--- src/design/esp3_frame_receiver_defines.svh ---
// Assertion macros for the ESP3 frame receiver.
// Needs clk and rst_n in the scope of each use; empty when SYNTHESIS is set.
`ifndef ESP3_FRAME_RECEIVER_DEFINES_SVH
`define ESP3_FRAME_RECEIVER_DEFINES_SVH
`ifndef SYNTHESIS
// Same-cycle implication.
`define ESP3_ASSERT_IMP(lbl, ante, cons, msg) \
  lbl: assert property (@(posedge clk) disable iff (!rst_n) (ante) |-> (cons)) \
    else $error(msg);
// Next-cycle implication.
`define ESP3_ASSERT_NXT(lbl, ante, cons, msg) \
  lbl: assert property (@(posedge clk) disable iff (!rst_n) (ante) |=> (cons)) \
    else $error(msg);
`else
`define ESP3_ASSERT_IMP(lbl, ante, cons, msg)
`define ESP3_ASSERT_NXT(lbl, ante, cons, msg)
`endif
`endif

--- src/design/esp3_fr_pkg.sv ---
// Shared types, constants and the CRC-8 step for the ESP3 frame receiver.
// No dependencies.
`timescale 1ns / 1ps

package esp3_fr_pkg;

  localparam logic [7:0] SYNC_BYTE = 8'h55;
  localparam logic [7:0] CRC_POLY  = 8'h07;
  localparam int unsigned OVERHEAD   = 7;
  localparam int unsigned POS_LEN_HI = 1;
  localparam int unsigned POS_LEN_LO = 2;
  localparam int unsigned POS_OPT    = 3;
  localparam int unsigned HEADER_LEN = 4;

  typedef enum logic [2:0] {
    PH_HUNT,
    PH_HEADER,
    PH_HCRC,
    PH_BODY,
    PH_DCRC
  } phase_t;

  typedef enum logic [2:0] {
    EV_RESYNC    = 3'd1,
    EV_HDR_CRC   = 3'd2,
    EV_DATA_CRC  = 3'd3,
    EV_GOOD      = 3'd4
  } evt_code_t;

  typedef struct packed {
    logic [31:0] resync;
    logic [31:0] hdr_err;
    logic [31:0] data_err;
    logic [31:0] good;
  } cnt_t;

  typedef struct packed {
    logic      stat_valid;
    evt_code_t stat_code;
    logic      frame_done;
  } evt_t;

  // CRC-8, MSB first, no final xor
  function automatic logic [7:0] crc8_step(logic [7:0] crc, logic [7:0] b);
    logic [7:0] c;
    c = crc ^ b;
    for (int k = 0; k < 8; k++) begin
      c = c[7] ? ({c[6:0], 1'b0} ^ CRC_POLY) : {c[6:0], 1'b0};
    end
    return c;
  endfunction

endpackage

--- src/design/esp3_fr_store.sv ---
// Frame store: single-port-write, single-port-read synchronous RAM.
// Read data is registered and held while rd_en is low. No dependencies.
`timescale 1ns / 1ps

module esp3_fr_store #(
  parameter int DEPTH = 64
) (
  input  logic                     clk,
  input  logic                     wr_en,
  input  logic [$clog2(DEPTH)-1:0] wr_addr,
  input  logic [7:0]               wr_data,
  input  logic                     rd_en,
  input  logic [$clog2(DEPTH)-1:0] rd_addr,
  output logic [7:0]               rd_data
);

  logic [7:0] mem [DEPTH];
  logic [7:0] rd_data_r;

  always_ff @(posedge clk) begin
    if (wr_en) begin
      mem[wr_addr] <= wr_data;
    end
  end

  always_ff @(posedge clk) begin
    if (rd_en) begin
      rd_data_r <= mem[rd_addr];
    end
  end

  assign rd_data = rd_data_r;

endmodule

--- src/design/esp3_fr_parser.sv ---
// Byte parser: sync hunt, length check, header and body CRC checks, frame counters.
// Writes every frame byte to the frame store. Depends on esp3_fr_pkg.
`timescale 1ns / 1ps

module esp3_fr_parser import esp3_fr_pkg::*; #(
  parameter int FRAME_BYTES = 64
) (
  input  logic                              clk,
  input  logic                              rst_n,
  input  logic                              byte_acc,
  input  logic [7:0]                        byte_in,
  output logic                              wr_en,
  output logic [$clog2(FRAME_BYTES)-1:0]    wr_addr,
  output logic [7:0]                        wr_data,
  output evt_t                              evt,
  output logic [$clog2(FRAME_BYTES+1)-1:0]  frame_len,
  output cnt_t                              cnt
);

  localparam int CNT_W  = $clog2(FRAME_BYTES + 1);
  localparam int ADDR_W = $clog2(FRAME_BYTES);

  phase_t           phase_r, phase_nxt;
  logic [CNT_W-1:0] wp_r, wp_nxt;
  logic [7:0]       len_hi_r, len_hi_nxt;
  logic [7:0]       len_lo_r, len_lo_nxt;
  logic [7:0]       opt_r, opt_nxt;
  logic [CNT_W-1:0] btot_r, btot_nxt;
  logic [CNT_W-1:0] bcnt_r, bcnt_nxt;
  logic [7:0]       hcrc_r, hcrc_nxt;
  logic [7:0]       bcrc_r, bcrc_nxt;
  cnt_t             cnt_r, cnt_nxt;

  logic [16:0]      body_total;
  logic [17:0]      frame_need;
  logic             store;

  assign body_total = 17'({len_hi_r, len_lo_r}) + 17'(opt_r);
  assign frame_need = 18'(body_total) + 18'(OVERHEAD);

  always_comb begin
    phase_nxt  = phase_r;
    wp_nxt     = wp_r;
    len_hi_nxt = len_hi_r;
    len_lo_nxt = len_lo_r;
    opt_nxt    = opt_r;
    btot_nxt   = btot_r;
    bcnt_nxt   = bcnt_r;
    hcrc_nxt   = hcrc_r;
    bcrc_nxt   = bcrc_r;
    cnt_nxt    = cnt_r;
    store      = 1'b0;
    evt        = '{stat_valid: 1'b0, stat_code: EV_RESYNC, frame_done: 1'b0};

    if (byte_acc) begin
      unique case (phase_r)
        PH_HUNT: begin
          if (byte_in == SYNC_BYTE) begin
            store     = 1'b1;
            wp_nxt    = CNT_W'(1);
            hcrc_nxt  = '0;
            phase_nxt = PH_HEADER;
          end
        end
        PH_HEADER: begin
          store    = 1'b1;
          wp_nxt   = wp_r + CNT_W'(1);
          hcrc_nxt = crc8_step(hcrc_r, byte_in);
          if (wp_r == CNT_W'(POS_LEN_HI)) begin
            len_hi_nxt = byte_in;
          end
          if (wp_r == CNT_W'(POS_LEN_LO)) begin
            len_lo_nxt = byte_in;
          end
          if (wp_r == CNT_W'(POS_OPT)) begin
            opt_nxt = byte_in;
          end
          if (wp_r == CNT_W'(HEADER_LEN)) begin
            if (frame_need > 18'(FRAME_BYTES)) begin
              cnt_nxt.resync = cnt_r.resync + 32'd1;
              evt.stat_valid = 1'b1;
              evt.stat_code  = EV_RESYNC;
              phase_nxt      = PH_HUNT;
              wp_nxt         = '0;
            end else begin
              btot_nxt  = body_total[CNT_W-1:0];
              phase_nxt = PH_HCRC;
            end
          end
        end
        PH_HCRC: begin
          store  = 1'b1;
          wp_nxt = wp_r + CNT_W'(1);
          if (byte_in != hcrc_r) begin
            cnt_nxt.hdr_err = cnt_r.hdr_err + 32'd1;
            cnt_nxt.resync  = cnt_r.resync + 32'd1;
            evt.stat_valid  = 1'b1;
            evt.stat_code   = EV_HDR_CRC;
            phase_nxt       = PH_HUNT;
            wp_nxt          = '0;
          end else begin
            bcnt_nxt  = '0;
            bcrc_nxt  = '0;
            phase_nxt = (btot_r == '0) ? PH_DCRC : PH_BODY;
          end
        end
        PH_BODY: begin
          store    = 1'b1;
          wp_nxt   = wp_r + CNT_W'(1);
          bcrc_nxt = crc8_step(bcrc_r, byte_in);
          bcnt_nxt = bcnt_r + CNT_W'(1);
          if (bcnt_nxt >= btot_r) begin
            phase_nxt = PH_DCRC;
          end
        end
        PH_DCRC: begin
          store     = 1'b1;
          phase_nxt = PH_HUNT;
          wp_nxt    = '0;
          if (byte_in != bcrc_r) begin
            cnt_nxt.data_err = cnt_r.data_err + 32'd1;
            evt.stat_valid   = 1'b1;
            evt.stat_code    = EV_DATA_CRC;
          end else begin
            cnt_nxt.good   = cnt_r.good + 32'd1;
            evt.frame_done = 1'b1;
          end
        end
        default: begin
          phase_nxt = PH_HUNT;
          wp_nxt    = '0;
        end
      endcase
    end
  end

  always_ff @(posedge clk) begin
    if (!rst_n) begin
      phase_r  <= PH_HUNT;
      wp_r     <= '0;
      len_hi_r <= '0;
      len_lo_r <= '0;
      opt_r    <= '0;
      btot_r   <= '0;
      bcnt_r   <= '0;
      hcrc_r   <= '0;
      bcrc_r   <= '0;
      cnt_r    <= '0;
    end else begin
      phase_r  <= phase_nxt;
      wp_r     <= wp_nxt;
      len_hi_r <= len_hi_nxt;
      len_lo_r <= len_lo_nxt;
      opt_r    <= opt_nxt;
      btot_r   <= btot_nxt;
      bcnt_r   <= bcnt_nxt;
      hcrc_r   <= hcrc_nxt;
      bcrc_r   <= bcrc_nxt;
      cnt_r    <= cnt_nxt;
    end
  end

  // the sync byte always lands at address zero
  assign wr_en     = store && (wp_r < CNT_W'(FRAME_BYTES));
  assign wr_addr   = wp_r[ADDR_W-1:0];
  assign wr_data   = byte_in;
  assign frame_len = wp_r + CNT_W'(1);
  assign cnt       = cnt_r;

endmodule

--- src/design/esp3_frame_receiver.sv ---
// ESP3 frame receiver top: parser, frame store, readout sequencer, output register.
// Rate: one received byte per cycle while a frame is collected. A status result
// passes a holding register, then the output register, input stalled meanwhile; a
// good frame of n bytes is read from the store port one byte a cycle while out_stall
// is low, via the read and output registers, and input is stalled while it drains.
// Reset: synchronous, clears control state and parser counters; store is not cleared.
`timescale 1ns / 1ps
`include "esp3_frame_receiver_defines.svh"

module esp3_frame_receiver import esp3_fr_pkg::*; #(
  parameter int FRAME_BYTES = 64
) (
  input  logic        clk,
  input  logic        rst_n,
  input  logic        in_valid,
  output logic        in_stall,
  input  logic [7:0]  in_rx_byte,
  output logic        out_valid,
  input  logic        out_stall,
  output logic        out_carries_byte,
  output logic [7:0]  out_frame_byte,
  output logic        out_last_of_frame,
  output logic [2:0]  out_event_res,
  output logic [31:0] out_resync_total,
  output logic [31:0] out_header_error_total,
  output logic [31:0] out_data_error_total,
  output logic [31:0] out_good_frame_total
);

  localparam int CNT_W  = $clog2(FRAME_BYTES + 1);
  localparam int ADDR_W = $clog2(FRAME_BYTES);

  // input transaction
  logic              in_acc;

  // parser to store and readout
  logic              wr_en;
  logic [ADDR_W-1:0] wr_addr;
  logic [7:0]        wr_data;
  evt_t              evt;
  logic [CNT_W-1:0]  frame_len;
  cnt_t              cnt;

  // readout sequencer
  logic [CNT_W-1:0]  rd_left_r, rd_left_nxt;
  logic [ADDR_W-1:0] rd_idx_r, rd_idx_nxt;
  logic              rd_pend_r, rd_pend_nxt;
  logic              pend_last_r, pend_last_nxt;
  logic              rd_issue;
  logic              rd_busy;
  logic [7:0]        rd_data;

  // pending status result
  logic              stat_valid_r, stat_valid_nxt;
  evt_code_t         stat_code_r, stat_code_nxt;

  // output register
  logic              out_free;
  logic              load_byte;
  logic              load_stat;
  logic              out_valid_r, out_valid_nxt;
  logic              out_carries_r, out_carries_nxt;
  logic [7:0]        out_byte_r, out_byte_nxt;
  logic              out_last_r, out_last_nxt;
  evt_code_t         out_event_r, out_event_nxt;
  cnt_t              out_cnt_r, out_cnt_nxt;

  // Hold input off while a frame drains or a status result has not yet
  // reached the output register; counters are therefore stable at load time.
  assign rd_busy  = (rd_left_r != '0) || rd_pend_r;
  assign in_stall = rd_busy || stat_valid_r;
  assign in_acc   = in_valid && !in_stall;

  esp3_fr_parser #(
    .FRAME_BYTES (FRAME_BYTES)
  ) u_parser (
    .clk       (clk),
    .rst_n     (rst_n),
    .byte_acc  (in_acc),
    .byte_in   (in_rx_byte),
    .wr_en     (wr_en),
    .wr_addr   (wr_addr),
    .wr_data   (wr_data),
    .evt       (evt),
    .frame_len (frame_len),
    .cnt       (cnt)
  );

  esp3_fr_store #(
    .DEPTH (FRAME_BYTES)
  ) u_store (
    .clk     (clk),
    .wr_en   (wr_en),
    .wr_addr (wr_addr),
    .wr_data (wr_data),
    .rd_en   (rd_issue),
    .rd_addr (rd_idx_r),
    .rd_data (rd_data)
  );

  assign out_free  = !out_valid_r || !out_stall;
  assign load_byte = rd_pend_r && out_free;
  assign load_stat = stat_valid_r && out_free;
  // issue a read only when the registered read data will have somewhere to go
  assign rd_issue  = (rd_left_r != '0) && (!rd_pend_r || load_byte);

  // readout sequencer and status holding register
  always_comb begin
    rd_left_nxt    = rd_left_r;
    rd_idx_nxt     = rd_idx_r;
    rd_pend_nxt    = rd_pend_r;
    pend_last_nxt  = pend_last_r;
    stat_valid_nxt = stat_valid_r;
    stat_code_nxt  = stat_code_r;

    priority if (evt.frame_done) begin
      rd_left_nxt = frame_len;
      rd_idx_nxt  = '0;
    end else if (rd_issue) begin
      rd_left_nxt = rd_left_r - CNT_W'(1);
      rd_idx_nxt  = rd_idx_r + ADDR_W'(1);
    end

    priority if (rd_issue) begin
      rd_pend_nxt   = 1'b1;
      pend_last_nxt = (rd_left_r == CNT_W'(1));
    end else if (load_byte) begin
      rd_pend_nxt = 1'b0;
    end

    priority if (evt.stat_valid) begin
      stat_valid_nxt = 1'b1;
      stat_code_nxt  = evt.stat_code;
    end else if (load_stat) begin
      stat_valid_nxt = 1'b0;
    end
  end

  // output register: frame bytes and status results never compete
  always_comb begin
    out_valid_nxt   = out_valid_r && out_stall;
    out_carries_nxt = out_carries_r;
    out_byte_nxt    = out_byte_r;
    out_last_nxt    = out_last_r;
    out_event_nxt   = out_event_r;
    out_cnt_nxt     = out_cnt_r;

    priority if (load_byte) begin
      out_valid_nxt   = 1'b1;
      out_carries_nxt = 1'b1;
      out_byte_nxt    = rd_data;
      out_last_nxt    = pend_last_r;
      out_event_nxt   = EV_GOOD;
      out_cnt_nxt     = cnt;
    end else if (load_stat) begin
      out_valid_nxt   = 1'b1;
      out_carries_nxt = 1'b0;
      out_byte_nxt    = '0;
      out_last_nxt    = 1'b0;
      out_event_nxt   = stat_code_r;
      out_cnt_nxt     = cnt;
    end
  end

  always_ff @(posedge clk) begin
    if (!rst_n) begin
      rd_left_r    <= '0;
      rd_pend_r    <= 1'b0;
      stat_valid_r <= 1'b0;
      out_valid_r  <= 1'b0;
    end else begin
      rd_left_r    <= rd_left_nxt;
      rd_pend_r    <= rd_pend_nxt;
      stat_valid_r <= stat_valid_nxt;
      out_valid_r  <= out_valid_nxt;
    end
  end

  // payload registers: no reset
  always_ff @(posedge clk) begin
    rd_idx_r      <= rd_idx_nxt;
    pend_last_r   <= pend_last_nxt;
    stat_code_r   <= stat_code_nxt;
    out_carries_r <= out_carries_nxt;
    out_byte_r    <= out_byte_nxt;
    out_last_r    <= out_last_nxt;
    out_event_r   <= out_event_nxt;
    out_cnt_r     <= out_cnt_nxt;
  end

  assign out_valid              = out_valid_r;
  assign out_carries_byte       = out_carries_r;
  assign out_frame_byte         = out_byte_r;
  assign out_last_of_frame      = out_last_r;
  assign out_event_res          = out_event_r;
  assign out_resync_total       = out_cnt_r.resync;
  assign out_header_error_total = out_cnt_r.hdr_err;
  assign out_data_error_total   = out_cnt_r.data_err;
  assign out_good_frame_total   = out_cnt_r.good;

  `ESP3_ASSERT_IMP(a_stat_excl_read, 1'b1, !(stat_valid_r && rd_busy), "status during readout")
  `ESP3_ASSERT_IMP(a_done_when_idle, evt.frame_done, !rd_busy && !stat_valid_r, "frame overlap")
  `ESP3_ASSERT_IMP(a_last_is_good, out_valid_r && out_last_r, out_carries_r && (out_event_r == EV_GOOD), "bad last mark")
  `ESP3_ASSERT_NXT(a_last_drains, load_byte && pend_last_r, (rd_left_r == '0) && !rd_pend_r, "readout not drained")

endmodule
--- config.mk ---
export PLATFORM = sky130hd
export DESIGN_NAME = esp3_frame_receiver
export DESIGN_NICKNAME = d
export VERILOG_FILES = /design/src/design/esp3_fr_pkg.sv /design/src/design/esp3_fr_store.sv /design/src/design/esp3_fr_parser.sv /design/src/design/esp3_frame_receiver.sv
export VERILOG_INCLUDE_DIRS = /design/src /design/src/design
export SDC_FILE = /design/constraint.sdc
export NUM_CORES = 1
export LEC_CHECK = 0
export BUFFER_PORTS_ARGS = -buffer_cell sky130_fd_sc_hd__buf_2
export CORE_ASPECT_RATIO = 0.6
export CORE_MARGIN = 5
export CORE_UTILIZATION = 50
export DETAILED_ROUTE_END_ITERATION = 6
export PLACE_DENSITY = 0.67
export SYNTH_ARGS = -nofsm -noshare
export SYNTH_HDL_FRONTEND = slang
export SYNTH_SLANG_ARGS = --single-unit
--- constraint.sdc ---
create_clock -name clk -period 10 [get_ports clk]
set_input_delay 1.5 -clock clk [delete_from_list [all_inputs] [get_ports clk]]
set_output_delay 1.5 -clock clk [all_outputs]
set_load 0.03 [all_outputs]
==> impl_results.md, run 1 <==
- Status: complete, no violations
- First-pass GRT wire length: 122000 um
- Peak VDD IR: around 0.14 mV
- Static Leak: 13.0 nW
- Met3 WL post-DR: 8310 um
- Clk sinks: a little under 900
- Synth top area cells: edfxtp_1 57%, dfxtp_1 12%, mux4_2 11%, nor2_1 2.5%, xnor2_1 2.0%
- Root buffer cell: clkbuf_16
- CTS tree: yes
- Met2 WL: between 30000 and 40000 um
- I/O Buffers: 154
- Number of buffers created by CTS: 78
- Row count: 75
- Final instance area: 39200 um^2
- Total I/O pin count: 155
- DR WL/cell: roughly 24 um
- Top_reg_cell synth: edfxtp_1
- Syn Nets: ~2300
- Post-layout nets: between 2000 and 2500
- Area after DPL: between 30000 and 40000 um^2
- Hold Fails Final Rpt: 0
- Largest net degree at the start of global routing: 106
- Mapped Cells: 2264
- Worst min path class: flop to flop
- Grt ovf: 0
- Post-CTS Setup Bufs: 0
- Synthesized area per cell: between 15 and 20 um^2
- Fin Clk Skew: approximately 32 ps
- Critical path type: input port to flop
- Synth area leader: edfxtp_1
- Ys async rst share: 0%
- DRT antenna net count: 0
- Hold depth: 0
- Max-slew headroom: between 10% and 20%
- Number of hold buffers added after cts: 0
- Via count: slightly above 20000
- DRT Pass-1 Iters: 6
- Clock Latency Late Sink: 640 ps
- Sum of negative setup slack: 0 ps
- Vias in the first global route: a little under 20000
- Power Dens Cells: ~240 nW/um^2
- Critical path launch point type: input port
- Netlist cell types: 77
- Number of max-cap violations: 0
- Hold Path End: out_resync_total[31]
- Final WL: around 80000 um
- Die Wd: ~350 um
- Fin crit period: 5250 ps
- Initial core utilization: between 50 and 60%
- #FFs+latches synth: around 870
- Crit Reg-Reg Startpoint: rd_left_r[3]
- YS warnings: 0
- Worst Tran Pin Value: 1270 ps
- Reg2Reg Depth: 6
- H-tree lvl count: 3
- Register area share after synthesis: 68.9%
- Area share of the largest cell type after synthesis: a little under three fifths
- Req. time, crit path: roughly 10000 ps
- Routability cong.: roughly 0.86
- Finish-stage setup viols: 0
- Clock buffer depth: 3
- Routed vias/inst: between 5 and 6
- Max-slew violations: 0
- Reg-to-reg endpoint: u_store.mem[46][5]
- Reg2reg setup slack: 5690 ps
- Highest Clock Rate: 190 MHz
- Crit-path max FO: 54
- Area Overhead vs Synth: 12.3%
- Wl on met1: between 30000 and 40000 um
- Synthesized area: roughly 35000 um^2
- Total Die Area: about 75000 um^2
- Data arrival, critical path: 5510 ps
- DRC Markers: 0
- Ant. Diodes: 0
- RSZ-0062 raised after global routing: false
- Antenna violations before repair: 2
- EDFF count, synth: 660
- CP Capture Type: flop
- HPWL after DPL: around 52000 um
- GRT Util Overall: a little over a fifth
- Core ar.: roughly 70000 um^2
- Worst-path clk slew: ~60 ps
- Vert. Die Dim: ~210 um
- 1st-iter DRT viols: around 2200
- Startpoint of the worst hold path: u_parser.cnt[127]
- Tcrit/Tclk final: a little over half
- Fraction of layout cells with a size suffix above 1: between 10% and 20%
- DR top layer: met4
- Resize count post-CTS: 0
==> where the power goes <==
group | switching (W) | internal, W
logic | 0.00126 | 0.000918
clock network | 0.00131 | 0.00173
registers | 0.000197 | 0.00415
==> cells in the final DEF (no fill, tap or decap), types with 8 or more instances in the layout <==
cell type / n
a21o_1: 10
clkinv_1: 8
nand3_1: 91
or3_1: 37
a22oi_1: 20
bufinv_16: 8
a21oi_1: 101
mux2i_1: 17
mux4_2: 168
dfxtp_1: 208
and4_1: 11
nand2b_1: 14
and3_1: 46
and2_1: 9
inv_1: 37
nand4_1: 24
xnor2_1: 80
xor2_1: 56
clkbuf_16: 81
edfxtp_1: 660
clkinv_2: 16
nor3_1: 16
nor2b_1: 8
nor2_1: 228
clkbuf_1: 19
ha_1: 33
buf_2: 154
a211oi_1: 11
buf_4: 19
o21ai_0: 49
nand2_1: 129
==> flip-flops by register name, indices dropped and copies added, names as in the netlist, 2 cells and up <==
signal,count
u_parser.bcrc_r,8
rd_left_r,7
stat_code_r,2
rd_idx_r,6
out_frame_byte,8
out_header_error_total,32
u_parser.btot_r,7
u_parser.bcnt_r,7
out_resync_total,32
out_event_res,2
u_parser.phase_r,3
u_parser.hcrc_r,8
u_parser.cnt,128
out_data_error_total,32
u_parser.opt_r,8
u_parser.len_hi_r,8
u_store.mem,512
u_store.rd_data,8
u_parser.wp_r,7
out_good_frame_total,32
u_parser.len_lo_r,8
==> critical path: stages <==
cell and delay [ps]:
buf_2 300, buf_4 580, nor4bb_1 390, a2111o_1 230, nand3_1 120, nor3b_1 1060, nand2_1 510, nor2_1 760
==> synth_stat cells, drive strengths merged (37+ instances only) <==
cell    instances
a21oi         102
o21ai          50
inv            38
mux4          168
nand2         129
xnor2          80
and3           46
edfxtp        660
clkbuf         70
nor2          231
xor2           56
or3            37
dfxtp         211
nand3          92
==> area by class of cell <==
cell class	count	area (um^2)
Timing Repair Buffer	173	913
Sequential cell	871	24100
Fill cell	5306	30400
Multi-Input combinational cell	1251	10300
Tap cell	924	1160
Clock inverter	39	428
Clock buffer	104	2150
Inverter	38	148
==> worst max path at each step <==
stage          cells past startpoint                 endpoint           from
5_1_grt                            8       u_store.mem[46][5]  in_rx_byte[6]
3_5_place_dp                       8       u_store.mem[40][6]  in_rx_byte[6]
4_1_cts                            8       u_store.mem[46][5]  in_rx_byte[6]
6_report                           8       u_store.mem[46][5]  in_rx_byte[6]
3_3_place_gp                       8       u_store.mem[45][5]  in_rx_byte[6]
2_1_floorplan                      3  out_data_error_total[0]      out_stall
==> metal layers <==
metal / vias to the layer above / global-route usage (%)
met4: 0 / 4.19
met3: 93 / 6.68
met5: - / 0
met2: 830 / 29.5
li1: 8948 / -
met1: 10200 / 33.3
==> stage by stage <==
stage	hold slack (ps)	util (%)	instances	setup WS, ps	power [W]
CTS	448	56.3	3400	4860	0.00964
detailed placement	431	52.6	3257	4210	0.00660
finish	443	56.3	3400	4750	0.00957
global placement	416	52.6	3257	4310	0.00656
floorplan	408	-	2264	1870	0.00589
global route	472	56.3	3400	4420	0.00993
==> cell families (layout without fill, tap and decap cells) <==
| group | count (synthesis) | count (layout) | synth area share [%] |
|---|---|---|---|
| flip-flops | 871 | 871 | 68.9 |
| AND/OR/NAND/NOR | 656 | 656 | 9.23 |
| AO/OA/AOI/OAI | 240 | 240 | 4.29 |
| multiplexers | 185 | 185 | 11.3 |
| buffers and inverters | 142 | 354 | 1.56 |
| XOR/XNOR | 136 | 136 | 3.41 |
| adder cells (fa/ha/maj) | 34 | 34 | 1.24 |
No activity file was read; power rests on OpenSTA's default activity.
==> run 2: changes to the inputs <==
PLACE_DENSITY = 0.69   (was 0.67)
clock period = 4.55 ns   (was 10 ns; I/O delays follow)
==> impl_results.md, run 2 (synthesis gave the netlist of run 1 again) <==
- Max reg flops: 512 (unchanged)
- Fraction of layout cells with a size suffix above 1: 21.6% (+1.7 points)
- Leading cell type in the layout, fill and taps excluded: edfxtp_1
- Logic pwr share: 23.6% (+0.8 points)
- Grt ovf: 0 (unchanged)
- Clock power frac: 31.4% (-0.4 points)
- Peak VDD IR: 0.360 mV (+160%)
- Tcrit/Tclk final: between 80 and 90%
- Most frequent cells in the layout: 660 x edfxtp_1, 228 x nor2_1, 208 x dfxtp_1
- Worst min path class: flop to flop
- Initial core utilization: 50.2% (unchanged)
- Number of buffers created by CTS: 79 (+1.3%)
- First-pass GRT wire length: 125000 um (+2.6%)
- Crit-path max FO: 10 (-81%)
- Largest net degree at the start of global routing: 137 (+29%)
- Vias in the first global route: 19800 (+2.3%)
- Fin Clk Skew: 18.6 ps (-13.4 ps)
- 1st-iter DRT viols: 2141 (-2.3%)
- Sw power: 0.00616 W (+120%)
- Sum of negative setup slack: 0 ps (unchanged)
- Routed vias/inst: 5.94 (+0.40%)
- Placed cell count: 3313 (+1.7%)
- Largest reg by FF count: u_store.mem
- P_int: 0.0149 W (+120%)
- Power Dens Cells: 533 nW/um^2 (+120%)
- Antenna violations before repair: 9 (+7)
- Data arrival, critical path: 4490 ps (-1020 ps)
- Post-CTS Setup Bufs: 0 (unchanged)
- Critical path type: flop to flop
- RSZ-0062 raised after global routing: false
- Non-filler instance count after layout: 3460 (+1.8%)
- DRC Markers: 0 (unchanged)
- Highest Clock Rate: roughly 250 MHz
- Clock buffer depth: 3 (unchanged)
- Hold Fails Final Rpt: 0 (unchanged)
- Reg area: 24100 um^2 (unchanged)
- Die Wd: 351 um (unchanged)
- Vert. Die Dim: 215 um (unchanged)
- Number of max-cap violations: 0 (unchanged)
- H-tree lvl count: 3 (unchanged)
- Req. time, crit path: 5070 ps (-5180 ps)
- Area Overhead vs Synth: 13.6%
- Root buffer cell: clkbuf_16
- Worst Tran Pin Value: 1170 ps (-96.5 ps)
- Finish-stage setup viols: 0 (unchanged)
- DRT antenna net count: 0 (unchanged)
- Fin crit period: 3970 ps
- Fillers: 5259 (-0.89%)
- I/O Buffers: 154 (unchanged)
- Worst-path clk slew: 60 ps (about the same)
- Via count: 20600 (+2.2%)
- Layout Utilization: 57.0% (+0.68 points)
- Area taken by multi-input logic gates: 10300 um^2 (unchanged)
- GRT Util Overall: 22.0% (+0.71 points)
- Critical path launch point type: flop
- Final WL: 82800 um (+3.0%)
- Post-layout nets: 2516 (+2.3%)
- DR WL/cell: 23.9 um (+1.2%)
- Total I/O pin count: 155 (unchanged)
- CTS tree: yes
- Switching share of power: 29.2% (+0.31 points)
- Clock Latency Late Sink: 630 ps (about the same)
- Max-slew violations: 0 (unchanged)
- HPWL after DPL: 54800 um (+4.8%)
- Core ar.: 69500 um^2 (unchanged)
- Clk sinks: 871 (unchanged)
- Total Die Area: 75300 um^2 (unchanged)
- DRT Pass-1 Iters: 5 (-1)
- Flop pwr share: 45.0% (-0.4 points)
- Status: complete, no violations
- Resize count post-CTS: 0 (unchanged)
- Static Leak: 13.3 nW (+2.4%)
- Row count: 75 (unchanged)
- Routability cong.: 0.886 (+3.3%)
- Max-slew headroom: 21.6% (+6.5 points)
- Hold_ws: 431 ps (-12.1 ps)
- Number of hold buffers added after cts: 0 (unchanged)
- CP Capture Type: flop
run 2: changes by cell type in the layout (fill, tap and decap cells not counted), sizes merged:
| cell | previous run | this run |
|---|---|---|
| buf | 173 | 229 |
| bufinv | 8 | 7 |
| clkbuf | 104 | 102 |
| clkinv | 25 | 31 |
| clkinvlp | 2 | 3 |
| diode | 0 | 3 |
| inv | 42 | 39 |
run 2: layer usage:
layer	routed length (um)	GRT usage [%]	part of all wire [%]	up-vias
li1	-	-	-	9068
met1	37100	34.2	45	10400
met2	34600	30.0	42	972
met3	9630	7.58	12	123
met4	1540	4.98	1.9	4
met5	23	0	0.028	-
run 2: final timing paths:
check                                       start                   end  cells past startpoint  slack (ps)
worst max-delay path            u_parser.opt_r[1]     u_parser.cnt[114]                     10         580
worst min-delay path            u_parser.cnt[127]  out_resync_total[31]                      0         430
worst max register to register  u_parser.opt_r[1]     u_parser.cnt[114]                     10         580
worst min register to register  u_parser.cnt[127]  out_resync_total[31]                      0         430
run 2: worst max-delay path: stages (launching register included):
cell and delay (ps):
dfxtp_1 320, ha_1 300, a211oi_2 360, o21ai_1 220, a311o_1 430, a221oi_1 300, nand4_1 340, nor2_1 770
o21bai_2 360, and2_1 260, a32o_1 210
run 2: final cells by class:
class	count	area share [%]
sequential	871	60.7
timing repair buffer	229	3.56
multi-input combinational	1251	26.0
antenna	3	0.0189
tap	924	2.92
clock buffer	102	5.39
clock inverter	42	1.05
inverter	38	0.373
run 2: power by group through the flow:
| stage | sequential, W | clock, W | combinational (W) |
|---|---|---|---|
| final | 0.00949 | 0.00663 | 0.00499 |
| after global placement | 0.00966 | 0 | 0.00491 |
| after floorplan | 0.0101 | 0 | 0.00280 |
| after CTS | 0.00951 | 0.00674 | 0.00500 |
| after global routing | 0.00956 | 0.00711 | 0.00525 |
| after detailed placement | 0.00968 | 0 | 0.00497 |
run 2: per-stage QoR:
step	area [um^2]	setup WS, ps	total power, W
finish	39600	585	0.0211
global route	39600	384	0.0219
CTS	39600	701	0.0213
detailed placement	37100	398	0.0146
global placement	37100	607	0.0146
floorplan	34900	1080	0.0129
